===== src/apsp_pkg.sv =====
// Shared types and constants for the all-pairs shortest path block.
package apsp_pkg;

   localparam int VTX_W       = 3;
   localparam int COST_W      = 16;
   localparam int DIST_W      = 24;
   localparam int CSR_W       = 4;
   localparam int REQ_TDATA_W = 24;
   localparam int RSP_TDATA_W = 32;
   localparam int RSP_TUSER_W = 2;

   // rsp_tuser bit positions
   localparam int TUSER_NEG_CYCLE   = 0;
   localparam int TUSER_UNREACHABLE = 1;

   // req_tuser codes
   localparam logic FUNC_LOAD    = 1'b0;
   localparam logic FUNC_COMPUTE = 1'b1;

   localparam logic signed [DIST_W-1:0] DIST_MAX = {1'b0, {(DIST_W-1){1'b1}}};
   localparam logic signed [DIST_W-1:0] DIST_MIN = {1'b1, {(DIST_W-1){1'b0}}};

   typedef enum logic [3:0] {
      ST_IDLE,
      ST_ROW_RD,
      ST_ROW_CHK,
      ST_J_RD,
      ST_J_UPD,
      ST_DIAG_RD,
      ST_DIAG_CHK,
      ST_NEG_OUT,
      ST_EMIT_RD,
      ST_EMIT_OUT
   } apsp_state_type;

   typedef struct packed {
      logic                     take;
      logic signed [DIST_W-1:0] sum;
   } relax_result_type;

endpackage


===== src/apsp_ram.sv =====
// Generic RAM: one write port, two registered read ports.
module apsp_ram #(
   parameter int WIDTH = 24,
   parameter int DEPTH = 64
) (
   input  logic                     clock,
   input  logic                     wr_en,
   input  logic [$clog2(DEPTH)-1:0] wr_addr,
   input  logic [WIDTH-1:0]         wr_data,
   input  logic [$clog2(DEPTH)-1:0] rd_addr_a,
   output logic [WIDTH-1:0]         rd_data_a,
   input  logic [$clog2(DEPTH)-1:0] rd_addr_b,
   output logic [WIDTH-1:0]         rd_data_b
);

   logic [WIDTH-1:0] mem_ff [DEPTH];
   logic [WIDTH-1:0] rd_a_ff;
   logic [WIDTH-1:0] rd_b_ff;

   always_ff @(posedge clock) begin
      if (wr_en) begin
         mem_ff[wr_addr] <= wr_data;
      end
      rd_a_ff <= mem_ff[rd_addr_a];
      rd_b_ff <= mem_ff[rd_addr_b];
   end

   assign rd_data_a = rd_a_ff;
   assign rd_data_b = rd_b_ff;

endmodule


===== src/apsp_relax.sv =====
// Shared relaxation unit: saturating leg sum and compare against current entry.
module apsp_relax (
   input  logic signed [apsp_pkg::DIST_W-1:0] leg_ik,
   input  logic signed [apsp_pkg::DIST_W-1:0] leg_kj,
   input  logic signed [apsp_pkg::DIST_W-1:0] cur_ij,
   input  logic                               kj_unreach,
   input  logic                               ij_unreach,
   output apsp_pkg::relax_result_type         result
);

   logic signed [apsp_pkg::DIST_W:0]   sum_wide;
   logic signed [apsp_pkg::DIST_W-1:0] sum_sat;

   assign sum_wide = {leg_ik[apsp_pkg::DIST_W-1], leg_ik}
                   + {leg_kj[apsp_pkg::DIST_W-1], leg_kj};

   always_comb begin
      if (sum_wide[apsp_pkg::DIST_W] != sum_wide[apsp_pkg::DIST_W-1]) begin
         sum_sat = sum_wide[apsp_pkg::DIST_W] ? apsp_pkg::DIST_MIN : apsp_pkg::DIST_MAX;
      end else begin
         sum_sat = sum_wide[apsp_pkg::DIST_W-1:0];
      end
   end

   assign result.sum  = sum_sat;
   assign result.take = !kj_unreach && (ij_unreach || (sum_sat < cur_ij));

endmodule


===== src/all_pairs_shortest_path.sv =====
// Top level of the all-pairs shortest path block: sequencer, matrix and result register.
//
// Edge transfers (req_tuser = 0) write one signed weight into the distance matrix;
// edges with an endpoint at or above the vertex count are dropped. A compute transfer
// (req_tuser = 1) runs the k, i, j relaxation through one saturating add/compare unit
// against a two-read-port matrix RAM with registered reads: each (k, i) row reads its
// i->k leg and is skipped if that leg is unreachable, else every column is read and
// relaxed; then each diagonal entry is read for the negative-cycle scan; then each entry
// is read and emitted, holding while the output is stalled. Throughout, req_tready and
// csr_ready are low. A negative diagonal yields one result with negative_cycle set and
// tlast; otherwise n*n entries follow in row-major order, the last with tlast. The matrix
// then returns to 0 on the diagonal and unreachable elsewhere, at once, through per-entry
// written flags; no clearing pass is needed. The result register lets a finished result
// wait on rsp_tready while the block takes the next transfer.
module all_pairs_shortest_path #(
   parameter int MAX_VERTICES = 8
) (
   input  logic                                clock,
   input  logic                                reset,
   // configuration: csr_data = vertex_count
   input  logic                                csr_valid,
   output logic                                csr_ready,
   input  logic [apsp_pkg::CSR_W-1:0]          csr_data,
   // req_tdata: src_vertex[2:0], dst_vertex[5:3], edge_cost[21:6], zero pad[23:22]
   input  logic                                req_tvalid,
   output logic                                req_tready,
   input  logic [apsp_pkg::REQ_TDATA_W-1:0]    req_tdata,
   // req_tuser: func[0]
   input  logic                                req_tuser,
   // rsp_tdata: row_vertex[2:0], col_vertex[5:3], distance[29:6], zero pad[31:30]
   output logic                                rsp_tvalid,
   input  logic                                rsp_tready,
   output logic [apsp_pkg::RSP_TDATA_W-1:0]    rsp_tdata,
   // rsp_tuser: negative_cycle[0], unreachable[1]
   output logic [apsp_pkg::RSP_TUSER_W-1:0]    rsp_tuser,
   output logic                                rsp_tlast
);

   localparam int IDX_W  = (MAX_VERTICES > 1) ? $clog2(MAX_VERTICES) : 1;
   localparam int ADDR_W = 2 * IDX_W;
   localparam int DEPTH  = 1 << ADDR_W;
   localparam int CNT_W  = $clog2(MAX_VERTICES + 1);
   localparam int DW     = apsp_pkg::DIST_W;
   localparam int VW     = apsp_pkg::VTX_W;
   localparam int CW     = apsp_pkg::COST_W;

   // sequencer state and loop counters
   apsp_pkg::apsp_state_type state_ff, state_in;
   logic [IDX_W-1:0]         k_ff, k_in;
   logic [IDX_W-1:0]         i_ff, i_in;
   logic [IDX_W-1:0]         j_ff, j_in;
   logic signed [DW-1:0]     dik_ff, dik_in;     // current row's i->k leg
   logic [CNT_W-1:0]         nv_ff, nv_in;       // clamped vertex count
   logic [DEPTH-1:0]         written_ff, written_in;

   // result register
   logic                     rsp_valid_ff, rsp_valid_in;
   logic                     rsp_neg_ff, rsp_unr_ff, rsp_last_ff;
   logic [VW-1:0]            rsp_row_ff, rsp_col_ff;
   logic signed [DW-1:0]     rsp_dist_ff;

   logic                     out_free, out_load, out_neg;
   logic [IDX_W-1:0]         last_v;

   // request fields
   logic                     req_fire;
   logic [VW-1:0]            req_src, req_dst;
   logic [CW-1:0]            req_cost;
   logic                     edge_ok;

   // matrix RAM
   logic                     wr_en;
   logic [ADDR_W-1:0]        wr_addr;
   logic [DW-1:0]            wr_data;
   logic [ADDR_W-1:0]        addr_a, addr_ij;
   logic [DW-1:0]            ram_a, ram_b;
   logic signed [DW-1:0]     a_dist, b_dist;
   logic                     a_unr, b_unr;

   apsp_pkg::relax_result_type relax;

   // row advance (shared by the skip path and the end of a row)
   logic                     row_wrap;
   logic [IDX_W-1:0]         row_next_i, row_next_k;
   apsp_pkg::apsp_state_type row_next_state;

   assign last_v   = IDX_W'(nv_ff - CNT_W'(1));
   assign out_free = !rsp_valid_ff || rsp_tready;

   assign req_tready = (state_ff == apsp_pkg::ST_IDLE);
   assign csr_ready  = (state_ff == apsp_pkg::ST_IDLE);
   assign req_fire   = req_tvalid && req_tready;
   assign req_src    = req_tdata[VW-1:0];
   assign req_dst    = req_tdata[2*VW-1:VW];
   assign req_cost   = req_tdata[2*VW+CW-1:2*VW];
   assign edge_ok    = ({1'b0, req_src} < 4'(nv_ff)) && ({1'b0, req_dst} < 4'(nv_ff));

   // port A follows the phase; port B always reads the i,j entry
   assign addr_ij = {i_ff, j_ff};
   always_comb begin
      unique case (state_ff)
         apsp_pkg::ST_ROW_RD, apsp_pkg::ST_ROW_CHK:   addr_a = {i_ff, k_ff};
         apsp_pkg::ST_J_RD, apsp_pkg::ST_J_UPD:       addr_a = {k_ff, j_ff};
         apsp_pkg::ST_DIAG_RD, apsp_pkg::ST_DIAG_CHK: addr_a = {i_ff, i_ff};
         default:                                     addr_a = addr_ij;
      endcase
   end

   // an entry never written since the last clear reads as its reset value
   assign a_dist = written_ff[addr_a] ? ram_a : '0;
   assign a_unr  = !written_ff[addr_a] && (addr_a[ADDR_W-1:IDX_W] != addr_a[IDX_W-1:0]);
   assign b_dist = written_ff[addr_ij] ? ram_b : '0;
   assign b_unr  = !written_ff[addr_ij] && (i_ff != j_ff);

   apsp_ram #(
      .WIDTH (DW),
      .DEPTH (DEPTH)
   ) u_matrix (
      .clock     (clock),
      .wr_en     (wr_en),
      .wr_addr   (wr_addr),
      .wr_data   (wr_data),
      .rd_addr_a (addr_a),
      .rd_data_a (ram_a),
      .rd_addr_b (addr_ij),
      .rd_data_b (ram_b)
   );

   apsp_relax u_relax (
      .leg_ik     (dik_ff),
      .leg_kj     (a_dist),
      .cur_ij     (b_dist),
      .kj_unreach (a_unr),
      .ij_unreach (b_unr),
      .result     (relax)
   );

   assign row_wrap       = (i_ff == last_v);
   assign row_next_i     = row_wrap ? '0 : i_ff + IDX_W'(1);
   assign row_next_k     = (row_wrap && (k_ff != last_v)) ? k_ff + IDX_W'(1) :
                           (row_wrap ? '0 : k_ff);
   assign row_next_state = (row_wrap && (k_ff == last_v)) ? apsp_pkg::ST_DIAG_RD :
                           apsp_pkg::ST_ROW_RD;

   always_ff @(posedge clock) begin
      if (reset) begin
         state_ff     <= apsp_pkg::ST_IDLE;
         k_ff         <= '0;
         i_ff         <= '0;
         j_ff         <= '0;
         nv_ff        <= CNT_W'(MAX_VERTICES);
         written_ff   <= '0;
         rsp_valid_ff <= 1'b0;
      end else begin
         state_ff     <= state_in;
         k_ff         <= k_in;
         i_ff         <= i_in;
         j_ff         <= j_in;
         nv_ff        <= nv_in;
         written_ff   <= written_in;
         rsp_valid_ff <= rsp_valid_in;
      end
   end

   always_ff @(posedge clock) begin
      dik_ff <= dik_in;
      if (out_load) begin
         rsp_neg_ff  <= out_neg;
         rsp_row_ff  <= out_neg ? '0 : VW'(i_ff);
         rsp_col_ff  <= out_neg ? '0 : VW'(j_ff);
         rsp_unr_ff  <= out_neg ? 1'b0 : a_unr;
         rsp_dist_ff <= (out_neg || a_unr) ? '0 : a_dist;
         rsp_last_ff <= out_neg || ((i_ff == last_v) && (j_ff == last_v));
      end
   end

   always_comb begin
      state_in   = state_ff;
      k_in       = k_ff;
      i_in       = i_ff;
      j_in       = j_ff;
      dik_in     = dik_ff;
      nv_in      = nv_ff;
      written_in = written_ff;
      wr_en      = 1'b0;
      wr_addr    = addr_ij;
      wr_data    = relax.sum;
      out_load   = 1'b0;
      out_neg    = 1'b0;

      unique case (state_ff)
         apsp_pkg::ST_IDLE: begin
            if (csr_valid) begin
               if (csr_data == '0) begin
                  nv_in = CNT_W'(1);
               end else if (csr_data > apsp_pkg::CSR_W'(MAX_VERTICES)) begin
                  nv_in = CNT_W'(MAX_VERTICES);
               end else begin
                  nv_in = CNT_W'(csr_data);
               end
            end
            if (req_fire) begin
               if (req_tuser == apsp_pkg::FUNC_LOAD) begin
                  if (edge_ok) begin
                     wr_en               = 1'b1;
                     wr_addr             = {req_src[IDX_W-1:0], req_dst[IDX_W-1:0]};
                     wr_data             = {{(DW-CW){req_cost[CW-1]}}, req_cost};
                     written_in[wr_addr] = 1'b1;
                  end
               end else begin
                  k_in     = '0;
                  i_in     = '0;
                  j_in     = '0;
                  state_in = apsp_pkg::ST_ROW_RD;
               end
            end
         end
         apsp_pkg::ST_ROW_RD: begin
            state_in = apsp_pkg::ST_ROW_CHK;
         end
         apsp_pkg::ST_ROW_CHK: begin
            if (a_unr) begin
               // no path i->k: whole row is skipped
               i_in     = row_next_i;
               k_in     = row_next_k;
               state_in = row_next_state;
            end else begin
               dik_in   = a_dist;
               j_in     = '0;
               state_in = apsp_pkg::ST_J_RD;
            end
         end
         apsp_pkg::ST_J_RD: begin
            state_in = apsp_pkg::ST_J_UPD;
         end
         apsp_pkg::ST_J_UPD: begin
            if (relax.take) begin
               wr_en               = 1'b1;
               written_in[addr_ij] = 1'b1;
               // j == k rewrites the i->k leg used by the rest of the row
               if (j_ff == k_ff) begin
                  dik_in = relax.sum;
               end
            end
            if (j_ff == last_v) begin
               i_in     = row_next_i;
               k_in     = row_next_k;
               state_in = row_next_state;
            end else begin
               j_in     = j_ff + IDX_W'(1);
               state_in = apsp_pkg::ST_J_RD;
            end
         end
         apsp_pkg::ST_DIAG_RD: begin
            state_in = apsp_pkg::ST_DIAG_CHK;
         end
         apsp_pkg::ST_DIAG_CHK: begin
            if (!a_unr && a_dist[DW-1]) begin
               state_in = apsp_pkg::ST_NEG_OUT;
            end else if (i_ff == last_v) begin
               i_in     = '0;
               j_in     = '0;
               state_in = apsp_pkg::ST_EMIT_RD;
            end else begin
               i_in     = i_ff + IDX_W'(1);
               state_in = apsp_pkg::ST_DIAG_RD;
            end
         end
         apsp_pkg::ST_NEG_OUT: begin
            if (out_free) begin
               out_load   = 1'b1;
               out_neg    = 1'b1;
               written_in = '0;
               state_in   = apsp_pkg::ST_IDLE;
            end
         end
         apsp_pkg::ST_EMIT_RD: begin
            state_in = apsp_pkg::ST_EMIT_OUT;
         end
         apsp_pkg::ST_EMIT_OUT: begin
            if (out_free) begin
               out_load = 1'b1;
               if (j_ff == last_v) begin
                  j_in = '0;
                  if (i_ff == last_v) begin
                     written_in = '0;
                     state_in   = apsp_pkg::ST_IDLE;
                  end else begin
                     i_in     = i_ff + IDX_W'(1);
                     state_in = apsp_pkg::ST_EMIT_RD;
                  end
               end else begin
                  j_in     = j_ff + IDX_W'(1);
                  state_in = apsp_pkg::ST_EMIT_RD;
               end
            end
         end
         default: begin
            state_in = apsp_pkg::ST_IDLE;
         end
      endcase
   end

   assign rsp_valid_in = out_load ? 1'b1 : (rsp_tready ? 1'b0 : rsp_valid_ff);

   assign rsp_tvalid = rsp_valid_ff;
   assign rsp_tlast  = rsp_last_ff;
   assign rsp_tdata  = {{(apsp_pkg::RSP_TDATA_W - 2*VW - DW){1'b0}},
                        rsp_dist_ff, rsp_col_ff, rsp_row_ff};
   assign rsp_tuser  = {rsp_unr_ff, rsp_neg_ff};

`ifndef SYNTHESIS
   // matrix is never written while results are read out
   assert property (@(posedge clock) disable iff (reset)
      (state_ff == apsp_pkg::ST_EMIT_RD || state_ff == apsp_pkg::ST_EMIT_OUT ||
       state_ff == apsp_pkg::ST_NEG_OUT) |-> !wr_en)
      else $error("matrix write during result phase");

   // loop counters stay inside the active vertex range while busy
   assert property (@(posedge clock) disable iff (reset)
      (state_ff != apsp_pkg::ST_IDLE) |->
      (i_ff <= last_v && j_ff <= last_v && k_ff <= last_v))
      else $error("loop counter beyond vertex count");

   // final result of a compute leaves the matrix cleared and the block idle
   assert property (@(posedge clock) disable iff (reset)
      (out_load && (out_neg || (i_ff == last_v && j_ff == last_v))) |=>
      (written_ff == '0 && state_ff == apsp_pkg::ST_IDLE))
      else $error("matrix not restored after compute");

   // a negative-cycle result is alone, marked last, with an all-zero payload
   assert property (@(posedge clock) disable iff (reset)
      (rsp_tvalid && rsp_tuser[apsp_pkg::TUSER_NEG_CYCLE]) |->
      (rsp_tlast && rsp_tdata == '0 && !rsp_tuser[apsp_pkg::TUSER_UNREACHABLE]))
      else $error("malformed negative-cycle result");
`endif

endmodule


===== config.mk =====
export PLATFORM = sky130hd
export DESIGN_NAME = all_pairs_shortest_path
export DESIGN_NICKNAME = d
export VERILOG_FILES = /design/src/apsp_pkg.sv /design/src/apsp_ram.sv /design/src/apsp_relax.sv /design/src/all_pairs_shortest_path.sv
export SDC_FILE = /design/constraint.sdc
export NUM_CORES = 2
export LEC_CHECK = 0
export ABC_AREA = 1
export BUFFER_PORTS_ARGS = -buffer_cell sky130_fd_sc_hd__buf_2
export CELL_PAD_IN_SITES_DETAIL_PLACEMENT = 0
export CELL_PAD_IN_SITES_GLOBAL_PLACEMENT = 1
export CORE_MARGIN = 3
export CORE_UTILIZATION = 46
export CTS_CLUSTER_DIAMETER = 150
export DETAILED_ROUTE_END_ITERATION = 8
export MAX_ROUTING_LAYER = met4
export PLACE_DENSITY = 0.74
export SYNTH_ARGS = -nofsm -noshare
export SYNTH_HDL_FRONTEND = slang
export SYNTH_SLANG_ARGS = --single-unit
export TNS_END_PERCENT = 30

===== constraint.sdc =====
create_clock -name clock -period 7.2 [get_ports clock]
set_input_delay 0.72 -clock clock [delete_from_list [all_inputs] [get_ports clock]]
set_output_delay 0.72 -clock clock [all_outputs]
set_load 0.02 [all_outputs]

# After elaboration in Yosys (flattened, before gate mapping)

Memory sizes are Yosys's and may differ from the RTL's. A register that Yosys moved wholly into a read port is not among the register bits.
Index checks and enable logic that the tools add are counted.

Input port bits: 34
Register bits: 139
Memories: 1
Word-level logic and storage cells: 184
RAM bits: 1536

Reduce and logical (&&, ||, !) cells: 37
Bitwise gates (word level): 2
$add $sub $neg: 5
Magnitude comparators: 9
Mux-type cells: 82
Equality and inequality tests: 34

Memories:

| name            | depth | bits a word | rd ports | clocked after Yosys merged registers in | write ports | line           | RTL |
|---|---|---|---|---|---|---|---|
| u_matrix.mem_ff | 64    | 24          | 2        | 2                                       | 1           | apsp_ram.sv:16 | `logic [WIDTH-1:0] mem_ff [DEPTH];` |

Operator list:

| operator                                                          | count |
|---|---|
| two-way mux 64 bit                                                | 8 |
| two-way mux 24 bit                                                | 11 |
| one-hot mux 64 bit (4 select lines)                               | 1 |
| bitwise OR 64 bit                                                 | 2 |
| two-way mux 3 bit                                                 | 22 |
| one-hot mux 24 bit (2 select lines)                               | 1 |
| two-way mux 4 bit                                                 | 10 |
| one-hot mux 4 bit (10 select lines)                               | 1 |
| one-hot mux 3 bit (5 select lines)                                | 2 |
| inequality test 2 bit, second input constant                      | 14 |
| adder 24 x 24 -> 25 bit                                           | 1 |
| < comparator 24 bit                                               | 1 |
| two-way mux 6 bit                                                 | 4 |
| < comparator 6 x 7 -> 1 bit, second input constant                | 3 |
| one-hot mux 6 bit (3 select lines)                                | 1 |
| AND reduction 9 bit                                               | 2 |
| equality test 4 x 3 -> 1 bit, second input constant               | 4 |
| two-way mux 1 bit                                                 | 15 |
| binary-select mux 1 bit (select 6 bit)                            | 2 |
| demux 1 bit (select 6 bit)                                        | 2 |
| equality test 3 bit                                               | 4 |
| greater-or-equal comparator 6 x 1 -> 1 bit, second input constant | 2 |
| logical AND 1 bit                                                 | 11 |
| adder 3 x 1 -> 3 bit, second input constant                       | 3 |
| other kinds (23)                                                  | 42 |

# Logic depth before layout (Yosys ltp)

Depth in word-level cells: 16
Gate-level depth with buffers: 53
Mapped depth without buffers: 50

# Hierarchy

A second synthesis with hierarchy kept.

Cells, all modules: 10412
Area total of the unflattened synthesis: 89758.6 um^2

Modules (own cells, without submodules):

| module                  | times used | area an instance (um^2) | cells each |
|---|---|---|---|
| apsp_ram                | 1          | 79271.0                 | 8834 |
| all_pairs_shortest_path | 1          | 8445.6                  | 1219 |
| apsp_relax              | 1          | 2042.0                  | 359 |

# Worst setup path before layout

OpenSTA, ideal clock, no wires.

Path type: reg-to-reg
From: reg state_ff[2]
To: mem u_matrix.mem_ff[0][19] (data pin)
Period minus slack after synthesis: 7.127 ns
Stages on the path, launching flop included: 34
Library setup time: 0.701 ns
Setup slack: 0.073 ns
Data arrival time: 6.426 ns
Cells stage by stage: dfxtp_1 inv_2 nor2_2 nand3_2 nand2_2 nor2_4 nand2_4 nand3_2 buf_4 buf_6 o21ai_0 nand2_1 o211ai_1 nand3_1 nand3_1 nand2_2 inv_2 buf_2 nand2_1 inv_1 ha_1 nand2_1 inv_1 a21oi_1 nand2_1 a21oi_1 o21bai_1 a21oi_1 nor2_1 nor2_1 o21ai_0 xor2_1 a21oi_1 o21ai_0

Word-level cells in the longest chain between the ends: 13

Ends and longest elaborated chain:

| element                                                            | line                               | RTL |
|---|---|---|
| start, declared                                                    | all_pairs_shortest_path.sv:48      | `apsp_pkg::apsp_state_type state_ff, state_in;` |
| start signal, assigned                                             | all_pairs_shortest_path.sv:147     | `state_ff <= apsp_pkg::ST_IDLE;` |
| start signal, assigned                                             | all_pairs_shortest_path.sv:155     | `state_ff <= state_in;` |
| equality test 4 x 3 -> 1 bit, or another cell as far along         | all_pairs_shortest_path.sv:101     | `unique case (state_ff)` |
| OR reduction 2 bit                                                 | all_pairs_shortest_path.sv:101     |  |
| one-hot mux 6 bit (3 select lines) *                               | all_pairs_shortest_path.sv:101     |  |
| binary-select mux 1 bit (select 6 bit) *                           | all_pairs_shortest_path.sv:110     | `assign a_dist = written_ff[addr_a] ? ram_a : '0;` |
| two-way mux 1 bit (implied by the code) *                          | all_pairs_shortest_path.sv:110     |  |
| two-way mux 24 bit *                                               | all_pairs_shortest_path.sv:110     |  |
| via a_dist[5]                                                      | all_pairs_shortest_path.sv:77      | `logic signed [DW-1:0] a_dist, b_dist;` |
| adder 24 x 24 -> 25 bit *                                          | apsp_relax.sv:15                   | `+ {leg_kj[apsp_pkg::DIST_W-1], leg_kj};` |
| two-way mux 24 bit / inequality test 1 bit (equally long branches) | apsp_relax.sv:19, apsp_relax.sv:18 |  |
| two-way mux 24 bit *                                               | apsp_relax.sv:18                   | `if (sum_wide[apsp_pkg::DIST_W] != sum_wide[apsp_pkg::DIST_W-1]) begin` |
| two-way mux 24 bit                                                 | all_pairs_shortest_path.sv:204     | `if (edge_ok) begin` |
| two-way mux 24 bit                                                 | all_pairs_shortest_path.sv:203     | `if (req_tuser == apsp_pkg::FUNC_LOAD) begin` |
| two-way mux 24 bit                                                 | all_pairs_shortest_path.sv:202     | `if (req_fire) begin` |
| two-way mux 24 bit *                                               | all_pairs_shortest_path.sv:191     | `unique case (state_ff)` |
| via u_matrix.wr_data[19]                                           | apsp_ram.sv:9                      | `input logic [WIDTH-1:0] wr_data,` |
| end, declared                                                      | apsp_ram.sv:16                     |  |

Mark *: on every way through the listed nets, which the timed path passes. The rest lies on a longest branch. The select of a mux whose other input is x is not followed.

# Worst setup path after layout

From: reg state_ff[2]
To: mem u_matrix.mem_ff[7][12], enable pin

Word-level cells in the longest chain between the ends: 16

Ends and longest elaborated chain:

| element                                                            | line                               | RTL |
|---|---|---|
| equality test 4 x 3 -> 1 bit, or another cell as far along         | all_pairs_shortest_path.sv:101     |  |
| OR reduction 2 bit                                                 | all_pairs_shortest_path.sv:101     |  |
| one-hot mux 6 bit (3 select lines) *                               | all_pairs_shortest_path.sv:101     |  |
| binary-select mux 1 bit (select 6 bit) *                           | all_pairs_shortest_path.sv:110     |  |
| two-way mux 1 bit (implied by the code) *                          | all_pairs_shortest_path.sv:110     |  |
| two-way mux 24 bit *                                               | all_pairs_shortest_path.sv:110     |  |
| via a_dist[3]                                                      | all_pairs_shortest_path.sv:77      |  |
| adder 24 x 24 -> 25 bit *                                          | apsp_relax.sv:15                   |  |
| two-way mux 24 bit / inequality test 1 bit (equally long branches) | apsp_relax.sv:19, apsp_relax.sv:18 |  |
| two-way mux 24 bit *                                               | apsp_relax.sv:18                   |  |
| < comparator 24 bit *                                              | apsp_relax.sv:26                   | `assign result.take = !kj_unreach && (ij_unreach \|\| (sum_sat < cur_ij));` |
| logical OR 1 bit *                                                 | apsp_relax.sv:26                   |  |
| logical AND 1 bit *                                                | apsp_relax.sv:26                   |  |
| two-way mux 1 bit *                                                | all_pairs_shortest_path.sv:237     | `if (relax.take) begin` |
| one-hot mux 1 bit (2 select lines) *                               | all_pairs_shortest_path.sv:191     |  |
| two-way mux 1 bit *                                                | apsp_ram.sv:21                     | `if (wr_en) begin` |
| two-way mux 1 bit (implied by the code) *                          | apsp_ram.sv:22                     | `mem_ff[wr_addr] <= wr_data;` |

Marks and branches as above.

==> flow_summary_export.csv <==
group,metric,value,unit
logic_synthesis,synth.distinct_cells,64,
cells_and_area,final_cell_mix,"nand2_1 (1632), edfxtp_1 (1593), inv_1 (905)",
timing,worst_slack,-16.7,ps
critical_path,critPathMaxFanout,24,
timing,setup_viol,96,
cts,htreeDepth,4,
floorplanning,die_x,435,µm
job,max-cap-violations,0,
critical_path,rrSetupSlack,-20,ps
cts,cts-root-buf,"clkbuf_16",
power,vdd_drop_max,0.00115,V
routing,vias_per_cell,6.35,
logic_synthesis,netlist_area,84600,µm²
cts,clock-sinks,1723,
placed_design,pre_cts_ws,-432,ps
timing,fin_crit_sh,100,%
logic_synthesis,ys.warnings.count,0,
routing,ant_nets,0,
logic_synthesis,synth_compound_area_share,18.8,%
grt,antenna_found_initial,34,
cells_and_area,nNetsFinal,8746,
routing,wl_per_cell,29.0,µm
timing,skew,39.7,ps
timing,finalSetupTns,-690,ps
critical_path,arrival,7730,ps
critical_path,crit_path_start,"state_ff[2]",
power,p_leak,35.4,nW
critical_path,r2r-start,"state_ff[2]",
timing,whs,144,ps
logic_synthesis,synth-xor-area-share,0.393,%
timing,tightest_slew,1350,ps
cts,postCtsHoldBufs,0,
logic_synthesis,yosys.area_share.simple,13.0,%
routing,drt-total-wl,327000,µm
timing,final_max_slew_viol_count,0,
logic_synthesis,async_reset_ff_share,0,%
logic_synthesis,synth_cells,8507,
critical_path,cp-end-kind,"flop",
logic_synthesis,synthAdderAreaFrac,0.837,%
floorplanning,core,182000,µm²
placed_design,gp_congestion,0.933,
grt,grt_pass1_wl,464000,µm
grt,grt_pass1_vias,66493,
routing,drt-initial-drc-count,11798,
critical_path,worst_path_max_delay_cell,"dfxtp_2",
run_status,violations,"negative setup slack",
grt,grt-ovfl-total,0,
critical_path,crit_path_max_incr_delay,330,ps
logic_synthesis,synth_edf_count,1593,
placed_design,portBuffers,67,
critical_path,start_kind,"flop",
timing,rsz0062_at_grt,"yes",
critical_path,worstSetupPathType,"reg2reg",
routing,vias,71589,
logic_synthesis,synth-seq-cells,1723,
grt,grt_use_total,34.4,%
cts,cts_tree,"done",
timing,period_needed,7220,ps
cts,insertion_delay,850,ps
worst_hold_path,hold_class,"in2reg",
cells_and_area,fillCellCount,15727,
floorplanning,initial_core_util,46.6,%
floorplanning,die_h,435,µm
logic_synthesis,synthFlopType,"edfxtp_1",
cells_and_area,mostFrequentLayoutCell,"nand2_1",
cts,clock_path_buffers,3,
cts,cts_buffers,186,
cts,clkSlewWorstSetupHoldPaths,60,ps
logic_synthesis,yosysSeqAreaShare,59.6,%
routing,dr.pass1.iters,8,
floorplanning,ios,72,
logic_synthesis,synth.area.mux_share,0,%
power,power,0.0565,W
cells_and_area,areaGrowthSynthToFinish,17.4,%
floorplanning,die_area,189000,µm²
cells_and_area,finalCoreUtilization,54.6,%
logic_synthesis,syn_area_per_cell,9.95,µm²
grt,grt_max_degree,227,
timing,max_freq,139,MHz
critical_path,cp_common_cell,"nand2_1",
timing,max_slew_margin,9.37,%
critical_path,worstPathRequired,7720,ps
floorplanning,rows,156,
routing,drc,0,
run_status,status,"complete, but fails checks",
worst_hold_path,min_from,"csr_data[2]",
cells_and_area,drive_gt1_share,13.1,%
power,powerDensity,569,nW/µm²
timing,hold_viol_final,0,
placed_design,place.detailed.hpwl,201000,µm
logic_synthesis,synth_top_family_by_area,"compound AO/OA/AOI/OAI gates",
[where the power goes]
group / internal [W] / switching [W]
clock network: 0.00544 / 0.00414
registers: 0.0186 / 0.000425
logic: 0.00735 / 0.0206
[area by class of cell]
type / instances / area, µm² / area share [%]
antenna: 20 / 50.0 / 0.0504
clock buffer: 237 / 4940 / 4.97
clock inverter: 108 / 1050 / 1.06
inverter: 944 / 3600 / 3.62
multi-input combinational: 5209 / 29700 / 29.9
sequential: 1723 / 50400 / 50.8
tap: 2449 / 3060 / 3.09
timing repair buffer: 592 / 6460 / 6.51
[cell families (layout without fill, tap and decap cells)]
logic type                 Yosys count  in the layout
AOI/OAI and AO/OA                 2444           2444
xor gates and xnor gates            38             38
adders and majority gates           56             56
buffers and inverters             1577           1881
DFF                               1723           1723
other                                1             22
and+or+nand+nor                   2668           2669
[metal layers]
| metal | wire, µm | vias up | global-route usage [%] | part of all wire (%) |
|---|---|---|---|---|
| met5 | 0 | - | - | 0 |
| met4 | 13400 | 0 | 13.1 | 4.1 |
| met3 | 42500 | 814 | 8.84 | 13 |
| met2 | 143000 | 4895 | 50.2 | 44 |
| met1 | 128000 | 34670 | 46.1 | 39 |
| li1 | - | 31210 | - | - |
[critical path, delay by kind of cell, from the launching register on]
| kind | cells | cell delay [ps] |
|---|---|---|
| simple gates | 27 | 2780 |
| buf+inv | 14 | 1900 |
| compound gates | 7 | 1100 |
| fa+ha+maj | 2 | 440 |
| flops | 1 | 330 |
| xor+xnor | 1 | 220 |
[registers in the layout (all words and copies together), names as in the netlist, 4 cells and up]
signal and flops:
dik_ff 24, u_matrix.rd_data_a 24, nv_ff 4, u_matrix.mem_ff 1536, u_matrix.rd_data_b 24, state_ff 4, rsp_dist_ff 24, written_ff 64
[synthesized netlist by cell type (15+ instances only)]
cell type  count  area [µm²]
o221ai_1      19         166
nor3_1        19        95.1
a21oi_1      480        2400
a221oi_1     219        1920
dfxtp_1      130        2600
o311ai_0     112         981
clkbuf_1     411        1540
o21ai_1       15        75.1
buf_6         15         169
o211ai_1     149        1120
xor2_1        27         236
o31ai_1       15         113
nand2_1     1684        6320
buf_1         71         267
buf_2        124         621
nor2_1       368        1380
inv_1        926        3480
nand4_1       97         607
edfxtp_1    1593       47800
ha_1          55         688
o22ai_1      113         707
o2bb2ai_1     52         455
o2111ai_1    153        1340
o21ai_0      757        3790
nand3_1      460        2300
a211oi_1      77         578
a22oi_1      166        1250
o311ai_1      26         228
a31oi_1       27         169
[final timing paths]
check                                         endpoint  cells past startpoint
worst max-delay path            u_matrix.mem_ff[7][12]                     51
worst max register to register  u_matrix.mem_ff[7][12]                     51
worst min register to register           written_ff[2]                      2
worst min-delay path                          nv_ff[2]                      3
[through the flow]
step | std cells | cell area (µm²)
finish | 11282 | 99300
global route | 11282 | 99300
CTS | 11246 | 98400
detailed placement | 10868 | 91600
global placement | 10868 | 91600
floorplan | 8508 | 84600
[what timing repair did]
action                      CTS  global route
setup endpoints to repair  1540          1624
resized for setup            94           157
setup buffers                26            17
gates cloned                  8             6
pin swaps                    26            51
No activity file was read; power rests on OpenSTA's default activity.
